## src/design/xed_pkg.sv

```systemverilog
package xed_pkg;

   // parse modes, the encoding follows the behavioral description
   localparam logic [2:0] MODE_TEXT = 3'd0;
   localparam logic [2:0] MODE_AMP  = 3'd1;
   localparam logic [2:0] MODE_A    = 3'd2;
   localparam logic [2:0] MODE_HASH = 3'd3;
   localparam logic [2:0] MODE_HEX  = 3'd4;
   localparam logic [2:0] MODE_DEC  = 3'd5;
   localparam logic [2:0] MODE_SKIP = 3'd6;

   // ASCII characters used by the decoder
   localparam logic [7:0] CH_AMP    = 8'h26;  // &
   localparam logic [7:0] CH_SEMI   = 8'h3B;  // ;
   localparam logic [7:0] CH_HASH   = 8'h23;  // #
   localparam logic [7:0] CH_APOS   = 8'h27;  // '
   localparam logic [7:0] CH_QUOT   = 8'h22;  // "
   localparam logic [7:0] CH_GT     = 8'h3E;  // >
   localparam logic [7:0] CH_LT     = 8'h3C;  // <
   localparam logic [7:0] CH_LO_A   = 8'h61;  // a
   localparam logic [7:0] CH_LO_G   = 8'h67;  // g
   localparam logic [7:0] CH_LO_L   = 8'h6C;  // l
   localparam logic [7:0] CH_LO_M   = 8'h6D;  // m
   localparam logic [7:0] CH_LO_Q   = 8'h71;  // q
   localparam logic [7:0] CH_LO_X   = 8'h78;  // x
   localparam logic [7:0] CH_UP_X   = 8'h58;  // X
   localparam logic [7:0] CH_UP_A   = 8'h41;  // A
   localparam logic [7:0] CH_UP_Z   = 8'h5A;  // Z
   localparam logic [7:0] CH_ZERO   = 8'h30;  // 0
   localparam logic [7:0] CH_NINE   = 8'h39;  // 9
   localparam logic [7:0] CASE_DIFF = 8'h20;  // 'a' - 'A'
   localparam logic [7:0] TEN       = 8'd10;

   // outcome of one byte: next state plus an optional result beat
   typedef struct packed {
      logic [2:0] mode;
      logic [7:0] acc;
      logic       emit;
      logic [7:0] data;
      logic       ent;
   } step_type;

endpackage

```

## src/design/xed_step.sv

```systemverilog
module xed_step (
   input  logic [2:0]        mode,
   input  logic [7:0]        acc,
   input  logic [7:0]        text_byte,
   input  logic              last,
   output xed_pkg::step_type step
);

   logic [7:0] lowered;
   logic [7:0] hex_val;
   logic [7:0] dec_val;
   logic [7:0] acc_x10;
   logic [7:0] acc_x16;
   logic       is_semi;

   // digit values, all modulo 256
   always_comb begin
      lowered = text_byte;
      if (text_byte >= xed_pkg::CH_UP_A && text_byte <= xed_pkg::CH_UP_Z) begin
         lowered = text_byte + xed_pkg::CASE_DIFF;
      end
      if (lowered >= xed_pkg::CH_ZERO && lowered <= xed_pkg::CH_NINE) begin
         hex_val = lowered - xed_pkg::CH_ZERO;
      end else begin
         hex_val = lowered - xed_pkg::CH_LO_A + xed_pkg::TEN;
      end
      dec_val = text_byte - xed_pkg::CH_ZERO;
   end

   // shift-and-add scaling of the accumulator
   assign acc_x10 = {acc[4:0], 3'b000} + {acc[6:0], 1'b0};
   assign acc_x16 = {acc[3:0], 4'b0000};
   assign is_semi = (text_byte == xed_pkg::CH_SEMI);

   // per-mode decode
   always_comb begin
      step.mode = mode;
      step.acc  = acc;
      step.emit = 1'b0;
      step.data = text_byte;
      step.ent  = 1'b0;
      case (mode)
         xed_pkg::MODE_AMP: begin
            case (text_byte)
               xed_pkg::CH_LO_A: step.mode = xed_pkg::MODE_A;
               xed_pkg::CH_LO_G: begin
                  step.data = xed_pkg::CH_GT;
                  step.ent  = 1'b1;
                  step.emit = 1'b1;
                  step.mode = xed_pkg::MODE_SKIP;
               end
               xed_pkg::CH_LO_L: begin
                  step.data = xed_pkg::CH_LT;
                  step.ent  = 1'b1;
                  step.emit = 1'b1;
                  step.mode = xed_pkg::MODE_SKIP;
               end
               xed_pkg::CH_LO_Q: begin
                  step.data = xed_pkg::CH_QUOT;
                  step.ent  = 1'b1;
                  step.emit = 1'b1;
                  step.mode = xed_pkg::MODE_SKIP;
               end
               xed_pkg::CH_HASH: begin
                  step.acc  = 8'd0;
                  step.mode = xed_pkg::MODE_HASH;
               end
               xed_pkg::CH_SEMI: step.mode = xed_pkg::MODE_TEXT;
               default:          step.mode = xed_pkg::MODE_SKIP;
            endcase
         end
         xed_pkg::MODE_A: begin
            step.data = (text_byte == xed_pkg::CH_LO_M) ? xed_pkg::CH_AMP : xed_pkg::CH_APOS;
            step.ent  = 1'b1;
            step.emit = 1'b1;
            step.mode = is_semi ? xed_pkg::MODE_TEXT : xed_pkg::MODE_SKIP;
         end
         xed_pkg::MODE_HASH: begin
            if (text_byte == xed_pkg::CH_LO_X || text_byte == xed_pkg::CH_UP_X) begin
               step.mode = xed_pkg::MODE_HEX;
            end else if (is_semi) begin
               step.data = acc;
               step.ent  = 1'b1;
               step.emit = 1'b1;
               step.mode = xed_pkg::MODE_TEXT;
            end else begin
               step.acc  = acc_x10 + dec_val;
               step.mode = xed_pkg::MODE_DEC;
            end
         end
         xed_pkg::MODE_HEX, xed_pkg::MODE_DEC: begin
            if (is_semi) begin
               step.data = acc;
               step.ent  = 1'b1;
               step.emit = 1'b1;
               step.mode = xed_pkg::MODE_TEXT;
            end else if (mode == xed_pkg::MODE_HEX) begin
               step.acc = acc_x16 + hex_val;
            end else begin
               step.acc = acc_x10 + dec_val;
            end
         end
         xed_pkg::MODE_SKIP: begin
            if (is_semi) begin
               step.mode = xed_pkg::MODE_TEXT;
            end
         end
         default: begin
            // text mode, and the unused code behaves the same
            if (text_byte == xed_pkg::CH_AMP) begin
               step.mode = xed_pkg::MODE_AMP;
            end else begin
               step.mode = xed_pkg::MODE_TEXT;
               step.emit = 1'b1;
            end
         end
      endcase

      // end of string drops any open entity
      if (last) begin
         step.mode = xed_pkg::MODE_TEXT;
         step.acc  = 8'd0;
      end
   end

endmodule

```

## src/design/xml_entity_decoder.sv

```systemverilog
// Byte-stream XML character entity decoder.
// Input beats on req_* carry one text byte each, with req_tlast marking the
// last byte of a string. Plain bytes pass through; &amp; &apos; &gt; &lt;
// &quot; (chosen by first letter, the second telling &amp; from &apos;) and
// &#ddd; / &#xhh; references are replaced by one decoded byte. Output beats
// on rsp_* carry that byte, with rsp_tuser set when it came from an entity.
// Bytes that are part of an entity and emit nothing produce no output beat.
// Path: a byte accepted into the input register passes through the decode
// logic into the result register and shows on rsp_* from there (one input
// register, one result register); a receiver stall can hold it in between.
// Throughput: one byte per cycle while the receiver does not stall; the mode
// and 8-bit code accumulator step per byte; no gaps in back-to-back beats.
// Reset puts the parser in text mode with a cleared accumulator and empties
// both registers. When the receiver stalls, the result register holds its
// beat; the input register can still take one more byte, after which
// req_tready drops until the stall clears.
module xml_entity_decoder (
   input  logic       clock,
   input  logic       reset,
   input  logic       req_tvalid,
   output logic       req_tready,
   input  logic [7:0] req_tdata,   // [7:0] text_byte
   input  logic       req_tlast,   // end_of_string
   output logic       rsp_tvalid,
   input  logic       rsp_tready,
   output logic [7:0] rsp_tdata,   // [7:0] decoded_byte
   output logic       rsp_tuser    // [0] from_entity
);

   logic              in_valid_ff, in_valid_in;
   logic [7:0]        in_byte_ff;
   logic              in_last_ff;
   logic              out_valid_ff, out_valid_in;
   logic [7:0]        out_data_ff;
   logic              out_ent_ff;
   logic [2:0]        mode_ff, mode_in;
   logic [7:0]        acc_ff, acc_in;
   logic              out_ready;
   logic              fire;
   xed_pkg::step_type step;

   // pipeline handshake
   assign out_ready  = !out_valid_ff || rsp_tready;
   assign fire       = in_valid_ff && out_ready;
   assign req_tready = !in_valid_ff || out_ready;

   xed_step u_step (
      .mode      (mode_ff),
      .acc       (acc_ff),
      .text_byte (in_byte_ff),
      .last      (in_last_ff),
      .step      (step)
   );

   // next control state
   always_comb begin
      in_valid_in  = in_valid_ff;
      out_valid_in = out_valid_ff;
      mode_in      = mode_ff;
      acc_in       = acc_ff;
      if (req_tready) begin
         in_valid_in = req_tvalid;
      end
      if (out_ready) begin
         out_valid_in = fire && step.emit;
      end
      if (fire) begin
         mode_in = step.mode;
         acc_in  = step.acc;
      end
   end

   // control registers
   always_ff @(posedge clock) begin
      if (reset) begin
         in_valid_ff  <= 1'b0;
         out_valid_ff <= 1'b0;
         mode_ff      <= xed_pkg::MODE_TEXT;
         acc_ff       <= 8'd0;
      end else begin
         in_valid_ff  <= in_valid_in;
         out_valid_ff <= out_valid_in;
         mode_ff      <= mode_in;
         acc_ff       <= acc_in;
      end
   end

   // payload registers
   always_ff @(posedge clock) begin
      if (req_tready) begin
         in_byte_ff <= req_tdata;
         in_last_ff <= req_tlast;
      end
      if (fire && step.emit) begin
         out_data_ff <= step.data;
         out_ent_ff  <= step.ent;
      end
   end

   assign rsp_tvalid = out_valid_ff;
   assign rsp_tdata  = out_data_ff;
   assign rsp_tuser  = out_ent_ff;

   // reset leaves the parser in text mode
   a_reset_text: assert property (@(posedge clock)
      reset |=> (mode_ff == xed_pkg::MODE_TEXT) && (acc_ff == 8'd0))
      else $error("parser not in text mode after reset");

   // last byte of a string closes any entity
   a_last_closes: assert property (@(posedge clock) disable iff (reset)
      (fire && in_last_ff) |=> (mode_ff == xed_pkg::MODE_TEXT) && (acc_ff == 8'd0))
      else $error("entity still open after end of string");

   // a decoded byte that emits shows up in the next cycle, otherwise none does
   a_emit_beat: assert property (@(posedge clock) disable iff (reset)
      fire |=> (rsp_tvalid == $past(step.emit)))
      else $error("result beat does not match decode");

   // input side stalls only when both registers are full and held
   a_stall_cause: assert property (@(posedge clock) disable iff (reset)
      !req_tready |-> (in_valid_ff && rsp_tvalid && !rsp_tready))
      else $error("input stalled without a held result");

endmodule
```

## config.mk

```make
export PLATFORM = sky130hd
export DESIGN_NAME = xml_entity_decoder
export DESIGN_NICKNAME = d
export VERILOG_FILES = /design/src/design/xed_pkg.sv /design/src/design/xed_step.sv /design/src/design/xml_entity_decoder.sv
export SDC_FILE = /design/constraint.sdc
export NUM_CORES = 1
export LEC_CHECK = 0
export BUFFER_PORTS_ARGS = -buffer_cell sky130_fd_sc_hd__buf_2
export CORE_ASPECT_RATIO = 0.5
export CORE_MARGIN = 1.5
export CORE_UTILIZATION = 60
export CTS_BUF_LIST = sky130_fd_sc_hd__clkbuf_8
export DETAILED_ROUTE_END_ITERATION = 7
export PLACE_DENSITY = 0.8
export REMOVE_ABC_BUFFERS = 1
export SYNTH_ARGS = -nofsm -noshare
export SYNTH_HDL_FRONTEND = slang
export SYNTH_SLANG_ARGS = --single-unit
```

## constraint.sdc

```tcl
create_clock -name clock -period 6.5 [get_ports clock]
set_clock_uncertainty 0.05 [all_clocks]
set_input_delay 1.3 -clock clock [delete_from_list [all_inputs] [get_ports clock]]
set_output_delay 1.3 -clock clock [all_outputs]
set_load 0.02 [all_outputs]
```

==> results.md, run 1 <==
- The flow ran to the end, and the final reports show no timing, DRC or antenna violations.
- The total die area is between 5000 and 6000 sq um.
- Data on the critical path is required at its endpoint by 6.61 ns.
- The transition time of the tightest slew-check pin is 1.113 ns.
- Once placement completed, the tool counted placed cells totaling 400.
- The worst hold-check path type is reg2reg.
- Setup repair after global routing left no endpoint under its margin.
- The final critical-path required period is 4.257 ns.
- The clock latency at the later pin of the worst-skew pair is 0.28 ns.
- Following the worst setup path forward leads to its endpoint at acc_ff[6].
- The share of post-route cells with drive strength above 1 is 0.1608.
- The post-layout total power is approximately 0.48 mW.
- The starting utilization of the core area is 0.6351.
- The number of global-route vias before repair was 2531.
- 0 antenna diodes ended up in the layout.
- The depth of the critical timing path with buffers and inverters included is 20.
- After routing, the total negative slack on setup checks comes to 0 ns.
- The global-route wire length before repair is between 10000 and 15000 um.
- The nature of the critical path endpoint is a flip-flop.
- The largest net degree at the start of global routing is 28.
- The maximum VDD drop is 0.1287 mV.
- The wire length on met2 is roughly 3300 um.
- The portion of synthesized area spent on multiplexers is 0.003951.
- The length in cells of the worst reg-to-reg path is 20.
- After detailed routing, the average wire length per cell comes to 19.15 um.
- The routed design has 7813 um of wire.
- The number of enable flip-flop cells after synthesis is 18.
- STA classifies the critical path startpoint as a flip-flop.
- Yosys printed 0 warnings.
- The final critical-path share of the clock period is 0.6550.
- The total CTS buffers is 5.
- In the detailed route, the total length drawn on met3 is 922 um.
- At the placement stage, the worst setup path has a slack of 2.305 ns.
- The total via count after detailed routing is 2712.
- The reg-to-reg critical path endpoint is acc_ff[6].
- The cts-stage hold buffer count is 0.
- The highest cell delay on the worst timing path is 0.53 ns.
- Of the total synthesized cell area, the portion taken by full adders, half adders and majority gates is 0.1387.
- After clock tree synthesis, the clock-pin slew on the worst setup and hold paths is 0.07 ns.
- The cell sitting at the root of the clock tree is a sky130_fd_sc_hd__clkbuf_8.
- The setup violation total in the final timing report is 0.
- The fraction of the mapped netlist area in compound gates came to 0.2489.
- The family of cells with the greatest summed delay on the critical path is compound AO/OA/AOI/OAI gates.
- The uppermost layer routed is met4.
- The final standard cell area without fillers is about 3100 sq um.
- Ranked by instance count, the synthesized netlist is headed by sky130_fd_sc_hd__nand2_1, sky130_fd_sc_hd__a21oi_1, sky130_fd_sc_hd__ha_1, sky130_fd_sc_hd__nor2_1, sky130_fd_sc_hd__o21ai_0.
- In the routed layout, each cell is associated on average with a via count of 6.647.
- The synthesized netlist occupies a cell area of 2850 sq um.
- The remaining max-slew budget at the tightest pin is 0.2577.
- Across every metal layer, demand over resource in global routing totals 0.3263.
- For this run, the leading register cell type out of synthesis is sky130_fd_sc_hd__edfxtp_1.
- The launch point of the worst reg-to-reg path is in_byte_ff[0].
- Among all cell types in the netlist, the one instantiated most often is sky130_fd_sc_hd__nand2_1.
- The setup path with the least slack is of type reg2reg.
- The maximum fanout along the worst path is 9.
- The routability-driven placement congestion ratio is roughly 0.97.
- The mean post-synth cell area is 8.743 sq um.
- The residual antenna-violating net count after detailed routing is 0.
- In this run the count of I/O pins placed on the die edge is 24.
- The final count of pins violating max slew was 0.
- The arrival time of the worst setup path is 4.37 ns.
- The simple-gate portion of the synthesized area is 0.2291.
- The setup check on the worst reg-to-reg path leaves a slack of 2.24 ns.
- The critical path contains buffers and inverters numbering 3 combined.
- Measured on the finished design, the core utilization comes to 0.6816.
- The most critical setup path has its startpoint at in_byte_ff[0].
- Global routing finished with a remaining overflow of 0.
- The horizontal extent of the die is approximately 100 um.
- Among all stages on the critical path, the largest delay is contributed by sky130_fd_sc_hd__edfxtp_1.
- By area the synthesized netlist is led by sky130_fd_sc_hd__edfxtp_1, sky130_fd_sc_hd__ha_1, sky130_fd_sc_hd__dfxtp_1.
- The growth of design area from synthesis to finish is 7.331%.
- The clock tree from TritonCTS is yes.
- Dividing total power by cell area gives a power density of 156.5 nW/um^2.
- In the synthesized netlist, the number of instances is 326.
- The initialized floorplan defines 17 standard-cell rows.
- The net count of the finished layout is 382.
- The share of flip-flops with an asynchronous set or reset after synthesis is 0.
- The number of different library cells used by synthesis comes to 73.
- The deepest clock path buffer count is 2.
- The pre-antenna-repair detailed-routing pass consisted of 6 iterations.
- For this design the static power due to leakage is 1.202 nW.
- In this run, the number of DRC markers left after iteration 0 of detailed routing was 430.
- Static timing analysis puts the maximum clock frequency at 0.2349 GHz.
- The share of synthesized area in the top cell type comes to 0.1896.
- By area, the combinational part of the netlist is dominated by compound AO/OA/AOI/OAI gates.
- The region available for standard cell placement spans 4488 sq um.
- The worst hold-check slack is 0.4969 ns.
- Buffers placed on the I/O ports in this run total 23.
- The count of non-filler cells in the finished layout is 408.
- In this run the vertical extent of the chip is about 52 um.
- After detailed placement, the total cell area comes to ~3000 sq um.
- The buffers inserted during post-CTS setup optimization is 0.
- Of the total synthesized cell area, the portion taken by XOR and XNOR cells is 0.03995.
- The number of H-tree levels is 2.
- After clock tree synthesis, the repair step resized 0 gates.
- The final worst-path setup slack is about 2.2 ns.
- The number of antenna violations at the first check in global routing came to 0.
- The critical path goes through inv_1 > ha_1 > nor2b_1 > o211ai_2 > a31oi_1 > inv_1 > ha_1 > nand2b_1 > a21oi_1 > a21oi_2 > nor4_4 > nor2_1 > xnor2_1 > ha_1 > inv_1 > fa_1 > xor2_1 > o22ai_1 > a22oi_1 > nor2_1.
- The detailed router put a total of 3508 um of wire on met1.
- The number of failing hold endpoints at the final stage is 0.
- The portion of the post-synthesis area used by sequential elements is 0.2809.
- Summed over all instances, the cell type with the most area after synthesis is sky130_fd_sc_hd__edfxtp_1.
- The total of max-cap violations is 0.
- The number of register bits inferred by synthesis is 31.
- The CTS sink count is 31.
- The number of DRC violations after detailed routing is 0.
- The placed wire-length estimate is around 5700 um.
## sequential cells by signal (all words and copies together) (netlist names)
name	flops
rsp_tuser	1
in_byte_ff	8
in_last_ff	1
mode_ff	3
rsp_tvalid	1
rsp_tdata	8
in_valid_ff	1
acc_ff	8
## worst min path at each step
stage	to	startpoint	cells past startpoint
after floorplan	in_valid_ff	in_valid_ff	2
after global placement	in_valid_ff	in_valid_ff	2
after detailed placement	in_valid_ff	in_valid_ff	2
after CTS	in_valid_ff	in_valid_ff	2
after global routing	in_valid_ff	in_valid_ff	2
final	in_valid_ff	in_valid_ff	2
## final cells by class
class | count | area [sq um]
inverter | 21 | 78.83
sequential | 31 | 800.8
clock buffer | 5 | 68.82
timing repair buffer | 25 | 130.1
multi-input combinational | 257 | 1883
clock inverter | 3 | 15.01
tap | 66 | 82.58
fill | 396 | 1429
## layout by cell type, fill, tap and decap left out, types with 5 or more instances in the layout
| master | n |
|---|---|
| sky130_fd_sc_hd__dfxtp_1 | 13 |
| sky130_fd_sc_hd__o21ai_0 | 20 |
| sky130_fd_sc_hd__xnor2_1 | 10 |
| sky130_fd_sc_hd__nor2_1 | 20 |
| sky130_fd_sc_hd__inv_1 | 19 |
| sky130_fd_sc_hd__buf_2 | 23 |
| sky130_fd_sc_hd__a21oi_1 | 29 |
| sky130_fd_sc_hd__nand2b_1 | 5 |
| sky130_fd_sc_hd__nor3_1 | 7 |
| sky130_fd_sc_hd__nand3_1 | 8 |
| sky130_fd_sc_hd__edfxtp_1 | 18 |
| sky130_fd_sc_hd__nor2b_1 | 8 |
| sky130_fd_sc_hd__nand2_1 | 31 |
| sky130_fd_sc_hd__clkbuf_8 | 5 |
| sky130_fd_sc_hd__fa_1 | 6 |
| sky130_fd_sc_hd__a31oi_1 | 6 |
| sky130_fd_sc_hd__ha_1 | 22 |
## cell families after synthesis
logic type / Yosys count
and+or+nand+nor: 113
muxes: 1
adders and majority gates: 28
DFF: 31
buffers and inverters: 38
xor gates and xnor gates: 13
AOI/OAI and AO/OA: 102
## routing by layer
metal / track usage / vias to the layer above
li1: - / 1236
met1: 0.4662 / 1290
met3: 0.08199 / 19
met5: 0 / -
met2: 0.5023 / 167
met4: 0.07042 / 0
## tightest hold or removal path, cell delays in order, from the launching register on
cell	delay [ns]
sky130_fd_sc_hd__dfxtp_1	0.33
sky130_fd_sc_hd__a21oi_1	0.13
sky130_fd_sc_hd__nor2_1	0.04
## power breakdown
part	switching, mW	internal, mW	leakage (nW)
clock	0.0757	0.0732	0.0477
sequential	0.0169	0.217	0.285
combinational	0.0595	0.0370	0.870
Note: power is estimated with default switching activity, not from simulation.
==> run 2, diff against run 1 <==
--- a/config.mk
+++ b/config.mk
@@ -5,6 +5,7 @@
 export SDC_FILE = /design/constraint.sdc
 export NUM_CORES = 1
 export LEC_CHECK = 0
+export ABC_AREA = 1
 export BUFFER_PORTS_ARGS = -buffer_cell sky130_fd_sc_hd__buf_2
 export CORE_ASPECT_RATIO = 0.5
 export CORE_MARGIN = 1.5
==> constraint.sdc (replaced) <==
create_clock -name clock -period 4.3 [get_ports clock]
set_clock_uncertainty 0.05 [all_clocks]
set_input_delay 0.86 -clock clock [delete_from_list [all_inputs] [get_ports clock]]
set_output_delay 0.86 -clock clock [all_outputs]
set_load 0.02 [all_outputs]
==> run 2 against run 1 <==
  * Setup slack got worse by 1.8 ns
  * Final cell count rose by 5.6%
  * Utilization rose by 4.3 points
  * Cell area fell by 3.2%
  * Wire length fell by 8.2%
  * Die area fell by 5.5%
  * Global-route usage fell by 1.1 points
  * Sequential share of layout area rose by 0.87 points
==> results.md, run 2 <==
- The areal power density over the cells is 255.0 nW/um^2 (was 156.5 nW/um^2).
- The top-level port count was 24 (unchanged).
- The count of warnings emitted by yosys was 0 (unchanged).
- The growth of design area from synthesis to finish is 10.20% (was 7.331%).
- The layer with the highest usage after global routing was met2 (unchanged).
- The total iterations of the first detailed-routing run is 6 (unchanged).
- The met3 capacity usage during global routing is 0.1198 (was 0.08199).
- The number of failing hold endpoints at the final stage is 0 (unchanged).
- The clock tree root buffer cell is sky130_fd_sc_hd__clkbuf_8 (unchanged).
- The maximum VDD drop is 0.2432 mV (was 0.1287 mV).
- The CTS sink count was 31 (unchanged).
- The type of origin of the critical path is a flip-flop (unchanged).
- The combinational family with the most area after synthesis was simple AND/OR/NAND/NOR gates (was compound AO/OA/AOI/OAI gates).
- The final standard cell area without fillers came to 2960 sq um (was 3059 sq um).
- The number of DRC violations after detailed routing is 0 (unchanged).
- The number of nets at the end of the flow is 417 (was 382).
- The number of H-tree levels is 2 (unchanged).
- The largest net degree at the start of global routing came to 14 (was 28).
- The count of unique library cells instantiated by Yosys is 37 (was 73).
- The number of fillers in the final layout is 312 (was 396).
- RSZ-0062 raised after global routing: false (unchanged).
- The vertical die dimension is 50.32 um (was 51.74 um).
- The violation count after the first detailed-routing iteration came to 351 (was 430).
- The global-route met2 utilization is 0.4688 (was 0.5023).
- The transition time of the tightest slew-check pin is 0.5027 ns (was 1.113 ns).
- The final critical-path share of the clock period is 0.8925 (was 0.6550).
- Cell types with the highest counts after synthesis: sky130_fd_sc_hd__nand2_1, sky130_fd_sc_hd__inv_1, sky130_fd_sc_hd__a21oi_1, sky130_fd_sc_hd__ha_1, sky130_fd_sc_hd__nand3_1 (was sky130_fd_sc_hd__nand2_1, sky130_fd_sc_hd__a21oi_1, sky130_fd_sc_hd__ha_1, sky130_fd_sc_hd__nor2_1, sky130_fd_sc_hd__o21ai_0).
- The cts-stage hold buffer count is 0 (unchanged).
- The residual antenna-violating net count after detailed routing is 0 (unchanged).
- Leading cell types in the layout, fill and taps excluded: sky130_fd_sc_hd__nand2_1, sky130_fd_sc_hd__inv_1, sky130_fd_sc_hd__a21oi_1, sky130_fd_sc_hd__buf_2, sky130_fd_sc_hd__ha_1 (was sky130_fd_sc_hd__nand2_1, sky130_fd_sc_hd__a21oi_1, sky130_fd_sc_hd__buf_2, sky130_fd_sc_hd__ha_1).
- The cell taking the most area after synthesis is sky130_fd_sc_hd__edfxtp_1 (unchanged).
- The sum of overflow across all layers after global routing is 0 (unchanged).
- The register-to-register setup slack was 0.46 ns (was 2.24 ns).
- The post-cts sizing count came to 0 (unchanged).
- The vias per cell is 5.926 (was 6.647).
- The total CTS buffers is 5 (unchanged).
- The clock tree from TritonCTS is yes (unchanged).
- The fmax is 0.2606 GHz (was 0.2349 GHz).
- The buffers inserted during post-CTS setup optimization is 0 (unchanged).
- The starting utilization of the core area is 0.6578 (was 0.6351).
- The global-route track usage on met1 was 0.4341 (was 0.4662).
- The simple-gate portion of the synthesized area is 0.2855 (was 0.2291).
- The share of post-route cells with drive strength above 1 is 0.1618 (was 0.1608).
- The nature of the critical path endpoint is a flip-flop (unchanged).
- The standard cell area after detailed placement came to 2853 sq um (was 2975 sq um).
- The total global routing track utilization is 0.3151 (was 0.3263).
- Outcome: completed (unchanged).
- The deepest clock path buffer count came to 2 (unchanged).
- The register clock-pin slew on the reported worst setup and hold paths came to 0.07 ns (about the same).
- The share of synthesized area spent on multiplexers is 0 (was 0.003951).
- The leakage power of the design is 1.354 nW (was 1.202 nW).
- The final critical-path required period came to 3.838 ns (was 4.257 ns).
- The remaining max-slew budget at the tightest pin is 0.6641 (was 0.2577).
- The share of the synthesized netlist area taken by xor and xnor gates was 0.03586 (was 0.03995).
- The arrival time of the worst setup path is 3.97 ns (was 4.37 ns).
- The setup TNS is 0 ns (unchanged).
- Ranking of synthesized cells by area: sky130_fd_sc_hd__edfxtp_1, sky130_fd_sc_hd__nand2_1, sky130_fd_sc_hd__ha_1 (was sky130_fd_sc_hd__edfxtp_1, sky130_fd_sc_hd__ha_1, sky130_fd_sc_hd__dfxtp_1).
- The fraction of the mapped netlist area in compound gates is 0.1365 (was 0.2489).
- The share of flip-flops with an asynchronous set or reset after synthesis is 0 (unchanged).
- The horizontal extent of the die is 97.63 um (was 100.5 um).
- The total die area came to 4912 sq um (was 5198 sq um).
- The number of instances in the synthesized netlist is 349 (was 326).
- The area taken by flip-flops and latches is 800.8 sq um (unchanged).
- The post-synthesis share of cell area spent on full adders, half adders and majority gates was 0.1472 (was 0.1387).
- The area occupied by multi-input gates is 1625 sq um (was 1883 sq um).
- The proportion of netlist area held by the largest area contributor was 0.2012 (was 0.1896).
- The final standard cell utilization of the core is 0.7249 (was 0.6816).
- The placed wire-length estimate is 5583 um (was 5743 um).
- The global-route wire length before repair is 11670 um (was 12700 um).
- The number of core rows is 16 (was 17).
- The setup violation total in the final timing report is 0 (unchanged).
- The total of max-cap violations is 0 (unchanged).
- The most common cell after layout, fill and taps aside is sky130_fd_sc_hd__nand2_1 (unchanged).
- The antenna diode count came to 0 (unchanged).
- The routability-driven placement congestion ratio was 0.9833 (was 0.9695).
- The worst hold-check path type is reg2reg (unchanged).
- The total via count after detailed routing is 2554 (was 2712).
- The maximum fanout along the worst path is 12 (was 9).
- The class of the most critical setup path is reg2reg (unchanged).
- The worst endpoint required time is 4.43 ns (was 6.61 ns).
- The synthesized cell area came to 2686 sq um (was 2850 sq um).
- The number of antenna violations at the first check in global routing is 0 (unchanged).
- The final count of pins violating max slew is 0 (unchanged).
- The dominant cell by count in the synthesized netlist is sky130_fd_sc_hd__nand2_1 (unchanged).
- The count of input and output buffers is 23 (unchanged).
- The leading register cell type out of synthesis is sky130_fd_sc_hd__edfxtp_1 (unchanged).
- The number of enable flip-flop cells after synthesis was 18 (unchanged).
- The per-cell routed wire length is 16.65 um (was 19.15 um).
- The number of global-route vias before repair is 2371 (was 2531).
- The clock latency at the later pin of the worst-skew pair came to 0.30 ns (was 0.28 ns).
- The mean post-synth cell area is 7.697 sq um (was 8.743 sq um).
- The core region area is 4084 sq um (was 4488 sq um).
- The portion of the post-synthesis area used by sequential elements is 0.2981 (was 0.2809).
- The total routed wirelength is 7175 um (was 7813 um).
- The number of register bits inferred by synthesis came to 31 (unchanged).
-- run 2: cell type report --
cell class,instances,area share
inverters,59,0.07481
well taps,54,0.02282
multi-input cells,253,0.5490
flip-flops and latches,31,0.2705
repair buffers,26,0.04649
clock buffers,5,0.02325
clock inverters,3,0.01310
-- run 2: critical path, stage by stage, from the launching register on --
cell                       delay (ns)
sky130_fd_sc_hd__edfxtp_1        0.51
sky130_fd_sc_hd__inv_1           0.24
sky130_fd_sc_hd__ha_1            0.21
sky130_fd_sc_hd__inv_1           0.04
sky130_fd_sc_hd__nor2_1          0.11
sky130_fd_sc_hd__nand3_2         0.13
sky130_fd_sc_hd__nand3_4         0.13
sky130_fd_sc_hd__nand2_2         0.10
sky130_fd_sc_hd__ha_1            0.21
sky130_fd_sc_hd__o211ai_1        0.08
sky130_fd_sc_hd__a21oi_1         0.10
sky130_fd_sc_hd__nor3_4          0.22
sky130_fd_sc_hd__nand2_2         0.17
sky130_fd_sc_hd__o21ai_0         0.31
sky130_fd_sc_hd__inv_1           0.12
sky130_fd_sc_hd__fa_1            0.42
sky130_fd_sc_hd__xnor2_1         0.14
sky130_fd_sc_hd__o21ai_1         0.14
sky130_fd_sc_hd__o22ai_1         0.08
sky130_fd_sc_hd__a22oi_1         0.17
sky130_fd_sc_hd__nor2_1          0.05
-- run 2: metal layers --
metal / vias to the layer above / share of wire
met5: - / 0
met2: 173 / 0.40
met1: 1145 / 0.44
li1: 1218 / -
met4: 0 / 0.013
met3: 18 / 0.14
-- run 2: power breakdown --
group          internal [mW]  switching, mW  total [mW]
sequential             0.325         0.0134       0.338
combinational         0.0448         0.0834       0.128
clock                  0.170          0.119       0.288
total                  0.539          0.215       0.755
-- run 2: per-stage QoR --
step	hold WS [ns]	setup WS [ns]	std cells	total power, mW
after floorplan	0.4024	0.9187	343	0.4272
after global placement	0.4347	0.7076	423	0.4635
after detailed placement	0.4374	0.5253	423	0.4685
after CTS	0.4481	0.4983	431	0.7502
after global routing	0.4721	0.1379	431	0.7829
final	0.4605	0.4623	431	0.7548
-- run 2: path summary, 6_finish.rpt --
path / start / endpoint / cells after the start
setup / recovery: in_byte_ff[0] / acc_ff[6] / 20
hold / removal: acc_ff[7] / acc_ff[7] / 2
setup reg to reg: in_byte_ff[0] / acc_ff[6] / 20
hold reg to reg: acc_ff[7] / acc_ff[7] / 2
-- run 2: logic make-up (layout without fill, tap and decap cells) --
group	after synthesis	count (layout)
XOR/XNOR	11	11
buffers and inverters	65	93
AO/OA/AOI/OAI	62	62
AND/OR/NAND/NOR	152	152
flip-flops	31	31
adder cells (fa/ha/maj)	28	28
